File: src/rtl/mmp_pkg.sv
package mmp_pkg;

    // Matrix geometry.
    localparam int MAX_DIM = 8;
    localparam int IDX_W   = 3;
    localparam int ADDR_W  = 2 * IDX_W;
    localparam int ENTRY_W = 30;
    localparam int EXP_W   = 31;
    localparam int SIZE_W  = 4;

    // Modular arithmetic constants.
    localparam logic [ENTRY_W-1:0] MODULUS = 30'd1000000007;
    localparam logic [EXP_W-1:0] BARRETT_MU =
        EXP_W'((64'd1 << (2 * ENTRY_W)) / 64'(MODULUS));

    // Pipeline depth of one cell and of the whole chain.
    localparam int CELL_LAT  = 6;
    localparam int CHAIN_LAT = MAX_DIM + CELL_LAT;
    localparam int DRAIN_W   = $clog2(CHAIN_LAT);

    typedef enum logic {
        KIND_LOAD  = 1'b0,
        KIND_POWER = 1'b1
    } mmp_kind_t;

    typedef struct packed {
        mmp_kind_t          kind;
        logic [IDX_W-1:0]   row;
        logic [IDX_W-1:0]   col;
        logic [ENTRY_W-1:0] entry_in;
        logic [EXP_W-1:0]   exponent;
    } mmp_in_t;

    typedef struct packed {
        logic [IDX_W-1:0]   out_row;
        logic [IDX_W-1:0]   out_col;
        logic [ENTRY_W-1:0] entry_out;
        logic               last;
    } mmp_out_t;

    // Position tag that walks down the cell chain.
    typedef struct packed {
        logic             vld;
        logic [IDX_W-1:0] ri;
        logic [IDX_W-1:0] cj;
    } mmp_tag_t;

    // Broadcast control from the sequencer to every cell.
    typedef struct packed {
        logic               use_acc;
        logic               wr_base;
        logic               wr_acc;
        logic               wr_ident;
        logic [IDX_W-1:0]   wr_row;
        logic [IDX_W-1:0]   wr_col;
        logic [ENTRY_W-1:0] wr_data;
        logic [IDX_W-1:0]   rd_row;
    } mmp_cell_ctl_t;

    typedef enum logic [2:0] {
        ST_IDLE,
        ST_DECIDE,
        ST_ISSUE,
        ST_DRAIN,
        ST_COPY,
        ST_COPY_END,
        ST_EMIT_RD,
        ST_EMIT_LD
    } mmp_state_t;

endpackage

File: src/rtl/mmp_cell.sv
module mmp_cell
    import mmp_pkg::*;
(
    input  logic               clk,
    input  logic               rst_n,
    input  logic [IDX_W-1:0]   cell_idx,
    input  logic               active,
    input  mmp_cell_ctl_t      ctl,
    input  mmp_tag_t           tag_in,
    output mmp_tag_t           tag_out,
    input  logic [ENTRY_W-1:0] sum_in,
    output logic [ENTRY_W-1:0] sum_out,
    output logic [ENTRY_W-1:0] acc_rd
);

    // Cell k holds row k and column k of the base matrix and column k of the
    // accumulator, so it supplies the k-th term of every dot product.
    logic [ENTRY_W-1:0] base_row [MAX_DIM];
    logic [ENTRY_W-1:0] base_col [MAX_DIM];
    logic [ENTRY_W-1:0] acc_col  [MAX_DIM];

    logic [ENTRY_W-1:0]   acc_rd_reg;
    logic [ENTRY_W-1:0]   a_reg;
    logic [ENTRY_W-1:0]   b_reg;
    logic [2*ENTRY_W-1:0] prod_reg;
    logic [31:0]          low_reg;
    logic [EXP_W-1:0]     quot_reg;
    logic [31:0]          rem_reg;
    logic [31:0]          rem1_reg;
    logic [ENTRY_W-1:0]   term_reg;
    logic [ENTRY_W-1:0]   sum_reg;
    mmp_tag_t             tag_reg;

    logic [2*EXP_W-1:0]     barrett_prod;
    logic [EXP_W+ENTRY_W-1:0] quot_mod;
    logic [ENTRY_W:0]       sum_wide;

    // Quotient estimate and modulus multiple for the Barrett reduction, and the widened running sum.
    always_comb
    begin
        barrett_prod = (2*EXP_W)'(prod_reg[2*ENTRY_W-1:ENTRY_W-1]) * (2*EXP_W)'(BARRETT_MU);
        quot_mod     = (EXP_W+ENTRY_W)'(quot_reg) * (EXP_W+ENTRY_W)'(MODULUS);
        sum_wide     = (ENTRY_W+1)'(sum_in) + (ENTRY_W+1)'(term_reg);
    end

    // Local storage writes and the emission read port.
    always_ff @(posedge clk)
    begin
        if (ctl.wr_base)
        begin
            if (ctl.wr_row == cell_idx)
            begin
                base_row[ctl.wr_col] <= ctl.wr_data;
            end
            if (ctl.wr_col == cell_idx)
            begin
                base_col[ctl.wr_row] <= ctl.wr_data;
            end
        end
        if (ctl.wr_ident)
        begin
            for (int m = 0; m < MAX_DIM; m++)
            begin
                acc_col[m] <= (IDX_W'(m) == cell_idx) ? ENTRY_W'(1) : '0;
            end
        end
        else if (ctl.wr_acc && (ctl.wr_col == cell_idx))
        begin
            acc_col[ctl.wr_row] <= ctl.wr_data;
        end
        acc_rd_reg <= acc_col[ctl.rd_row];
    end

    // Multiply, reduce and add pipeline. Cells beyond the size in use feed zero.
    always_ff @(posedge clk)
    begin
        if (active)
        begin
            a_reg <= ctl.use_acc ? acc_col[tag_in.ri] : base_col[tag_in.ri];
            b_reg <= base_row[tag_in.cj];
        end
        else
        begin
            a_reg <= '0;
            b_reg <= '0;
        end
        prod_reg <= (2*ENTRY_W)'(a_reg) * (2*ENTRY_W)'(b_reg);
        quot_reg <= barrett_prod[2*EXP_W-1:EXP_W];
        low_reg  <= prod_reg[31:0];
        rem_reg  <= low_reg - quot_mod[31:0];
        rem1_reg <= (rem_reg >= 32'(MODULUS)) ? rem_reg - 32'(MODULUS) : rem_reg;
        term_reg <= (rem1_reg >= 32'(MODULUS)) ? ENTRY_W'(rem1_reg - 32'(MODULUS))
                                               : rem1_reg[ENTRY_W-1:0];
        sum_reg  <= (sum_wide >= (ENTRY_W+1)'(MODULUS))
                    ? ENTRY_W'(sum_wide - (ENTRY_W+1)'(MODULUS))
                    : sum_wide[ENTRY_W-1:0];
    end

    // The position tag moves one cell per cycle.
    always_ff @(posedge clk or negedge rst_n)
    begin
        if (!rst_n)
        begin
            tag_reg <= '0;
        end
        else
        begin
            tag_reg <= tag_in;
        end
    end

    assign tag_out = tag_reg;
    assign sum_out = sum_reg;
    assign acc_rd  = acc_rd_reg;

endmodule

File: config.mk
export PLATFORM = sky130hd
export DESIGN_NAME = mmp_cell
export DESIGN_NICKNAME = d
export VERILOG_FILES = /design/src/rtl/mmp_pkg.sv /design/src/rtl/mmp_cell.sv
export SDC_FILE = /design/constraint.sdc
export NUM_CORES = 2
export LEC_CHECK = 0
export BUFFER_PORTS_ARGS = -buffer_cell sky130_fd_sc_hd__buf_2
export CORE_MARGIN = 1.5
export CORE_UTILIZATION = 55
export CTS_BUF_LIST = sky130_fd_sc_hd__clkbuf_8
export DETAILED_ROUTE_END_ITERATION = 10
export GPL_TIMING_DRIVEN = 0
export PLACE_DENSITY = 0.77
export SLEW_MARGIN = 10
export SYNTH_ARGS = -nofsm -noshare
export SYNTH_HDL_FRONTEND = slang
export SYNTH_SLANG_ARGS = --single-unit
File: constraint.sdc
create_clock -name clk -period 7.45 [get_ports clk]
set_input_delay 0.745 -clock clk [delete_from_list [all_inputs] [get_ports clk]]
set_output_delay 0.745 -clock clk [all_outputs]
set_load 0.05 [all_outputs]
==> Implementation_results.wiki <==
{| class="wikitable"
! Metric !! Value
|-
| Met3 wirelength from detailed routing || 20360 um
|-
| Clock latency on the worst-skew pair || about 0.95 ns
|-
| Number of nets with antenna violations after detailed routing || 0
|-
| PortBufs || 142
|-
| Critical path data arrival time || roughly 8.6 ns
|-
| Io pins || between 150 and 200
|-
| Async set or reset register ratio after synthesis || 0.006579
|-
| Global placement routability congestion || ~1.0
|-
| DRC violations left || 0
|-
| Chip width || 412.5 um
|-
| Post-Route Utilization || 0.6185
|-
| Yosys warnings || 0
|-
| Dominant register cell in the synthesized netlist || edfxtp_1
|-
| Overall track demand over capacity in global routing || 0.3026
|-
| Path category of the worst min-delay check || input pin to flop
|-
| Final wirelength || approximately 250000 um
|-
| Pin count of the biggest net entering global routing || 31
|-
| Per-cell routed wire length || 23.63 um
|-
| Unrepaired setup endpoints after global routing || yes
|-
| Starting density of the core || 0.5527
|-
| Syn Inst Count || a little under 8000
|-
| MaxCap Viol Count || 0
|-
| Netlist Area Pre-Place || a little over 90000 um^2
|-
| Nets in the synthesized netlist || about 9900
|-
| Vias || slightly below 60000
|-
| Most frequent cells in the layout || 1578 x inv_1, 1216 x fa_1, 791 x ha_1, 789 x and2_1, 720 x edfxtp_1
|-
| Uppermost layer routed || met5
|-
| Crit Path Class || flop to flop
|-
| Number of sinks on the clock net || 1064
|-
| Final cell count without fillers || around 11000
|-
| Result of the run || finished, violations left
|-
| Die area || about 170000 um^2
|-
| Sum of met2 wire segment lengths after detailed routing || 119700 um
|-
| Ratio of cells with drive above 1 in the final layout || 0.1539
|-
| CTS clk-pin slew, worst paths || 0.06 ns
|-
| Cell row count || 150
|-
| Avg Vias per Cell || ~5.6
|-
| Endpoints failing hold || 0
|-
| Synth Register Bits || 1064
|-
| Number of different library cells in the post-synthesis netlist || between 80 and 90
|-
| Reg2Reg Setup Slack || -0.35 ns
|-
| CP endpoint kind || flop
|-
| Worst Hold Launch || tag_in[5]
|-
| Core area || roughly 170000 um^2
|-
| Period utilisation layout || 1.047
|-
| Wire length the detailed router placed on met1 || 93040 um
|-
| Post-route setup slack || -0.3479 ns
|-
| Data required time at the worst endpoint || just over 8 ns
|-
| Finish-stage setup viols || 15
|-
| Number of cells in the design after placement || around 10000
|-
| Kind of launch point of the worst setup path || flop
|-
| Number of iterations in the first detailed-routing pass || 6
|-
| Critical path's most frequent cell || fa_1
|-
| Layout overhead on the synthesized area || 11.92%
|-
| Number of enable flip-flop cells after synthesis || between 700 and 800
|-
| Relative slew margins || 0.3308
|-
| Sequential cell area fraction in the yosys report || 0.3095
|-
| First-pass GRT wire length || 382100 um
|-
| Overflow left after global routing || 0
|-
| Most common cell after layout, fill and taps aside || inv_1
|-
| Antenna violations before repair || 20
|-
| Reg-to-Reg Start || b_reg[17]$_SDFF_PN0_
|-
| Via count of the first global-routing pass || around 64000
|-
| H-tree Lvls || 4
|-
| Worst slew pin tran || approximately 1 ns
|-
| CTS tree || built
|-
| Post-DP HPWL || 197900 um
|-
| Final instance area || 103200 um^2
|-
| Post-placement cell area || 96190 um^2
|-
| Clock tree skew after final layout || around 0.07 ns
|-
| Clock tree buffer depth || 3
|-
| Number of pins exceeding their max-slew limit in the final report || 0
|-
| Number of nets in the finished design || 10360
|-
| Longest individual stage delay on the worst path || between 0.6 and 0.7 ns
|-
| Cell at the root of the clock tree || clkbuf_8
|-
| Detailed Route Iter0 Violations || about 4500
|-
| Post-layout minimum cycle time || about 7.8 ns
|-
| TritonCTS Buffers || 166
|-
| Critical-path top delay cell || fa_2
|-
| Setup TNS after final layout || -2.044 ns
|-
| Violations in the final reports || setup timing
|-
| Registers with the most flip-flops || acc_col (240), base_col (240), base_row (240)
|-
| Max Fclk || about 130 MHz
|-
| Die Height || 412.5 um
|-
| Maximum fanout along the worst path || 6
|-
| Syn Area/Cell || approximately 12 um^2
|-
| Crit path launch || b_reg[17]$_SDFF_PN0_
|}
## timing repair
item	4_1_cts	5_1_grt
setup endpoints to repair	47	36
gates cloned	2	1
hold endpoints to repair	11	0
setup buffers	54	38
gates resized for setup	600	211
pin swaps	70	80
hold buffers	5	0
## per-layer routing
| layer | GRT usage | up-vias |
|---|---|---|
| li1 | - | 25850 |
| met1 | 0.3705 | 30170 |
| met2 | 0.4986 | 2554 |
| met3 | 0.06359 | 720 |
| met4 | 0.1719 | 4 |
| met5 | 0 | - |
## cell type report
type	instances	area (um^2)
Clock buffer	200	2753
Timing Repair Buffer	264	2007
Antenna cell	18	45.04
Tap cell	2204	2758
Buffer	295	2555
Sequential cell	1064	28680
Inverter	1551	5822
Clock inverter	106	888.4
Multi-Input combinational cell	4852	57690
Fill cell	12600	63650
## worst paths after layout
path | endpoint | cells past startpoint
max in group asynchronous | tag_out[2]$_DFF_PN0_ | 2
min in group asynchronous | tag_out[6]$_DFF_PN0_ | 2
setup / recovery | prod_reg[59]$_DFF_P_ | 30
hold / removal | tag_out[5]$_DFF_PN0_ | 1
setup reg to reg | prod_reg[59]$_DFF_P_ | 30
hold reg to reg | low_reg[22]$_DFF_P_ | 0
## cells by family after synthesis
| kind of cell | share of synthesized area |
|---|---|
| XOR/XNOR | 0.02432 |
| multiplexers | 0.07334 |
| flip-flops | 0.3095 |
| AO/OA/AOI/OAI | 0.03472 |
| AND/OR/NAND/NOR | 0.09835 |
| adder cells (fa/ha/maj) | 0.3843 |
| buffers and inverters | 0.07543 |
## critical path, delay by kind of cell (launching register included)
kind / cells / cell delay, ns
AOI/OAI and AO/OA: 11 / 1.82
xor gates and xnor gates: 1 / 0.14
adders and majority gates: 9 / 4.33
buffers and inverters: 8 / 0.88
DFF: 1 / 0.35
and+or+nand+nor: 1 / 0.16
## through the flow
step | hold slack, ns | setup slack [ns]
finish | 0.07641 | -0.3479
floorplan | 0.3096 | 0.1930
global placement | 0.3133 | -1.691
global route | 0.01769 | -0.5397
CTS | 0.01236 | -0.5013
detailed placement | 0.3121 | -1.750
## cells in the mapped netlist, drive strengths merged, types with 6 or more instances
cell type,count,area share
buf,34,0.0016
a31o,6,0.00057
a31oi,17,0.0012
dfxtp,337,0.073
o21bai,20,0.0016
o31a,7,0.00066
xor2,81,0.0077
clkbuf,262,0.011
nand3b,10,0.00090
and2,802,0.054
o21a,26,0.0021
nor4,8,0.00054
nor2,127,0.0052
dfrtp,7,0.0019
edfxtp,720,0.23
o2111ai,8,0.00083
a211oi,19,0.0017
nor2b,52,0.0035
nand3,59,0.0034
fa,1261,0.27
or3,13,0.00088
mux2,33,0.0040
o211ai,11,0.0010
o41ai,7,0.00066
mux4,270,0.066
nor3,32,0.0017
o21ai,98,0.0055
nand2,507,0.021
nand4,18,0.0012
ha,814,0.11
mux2i,31,0.0034
a2111oi,6,0.00077
a21oi,131,0.0072
xnor2,175,0.017
or2,21,0.0015
and3,20,0.0014
a211o,7,0.00066
and4,6,0.00057
inv,1551,0.063
nand2b,22,0.0015
o31ai,9,0.00079
a21o,72,0.0059
Power is left out: the tool's default activity adds up to more than one toggle a clock period on the data nets, which glitch-free logic cannot reach.
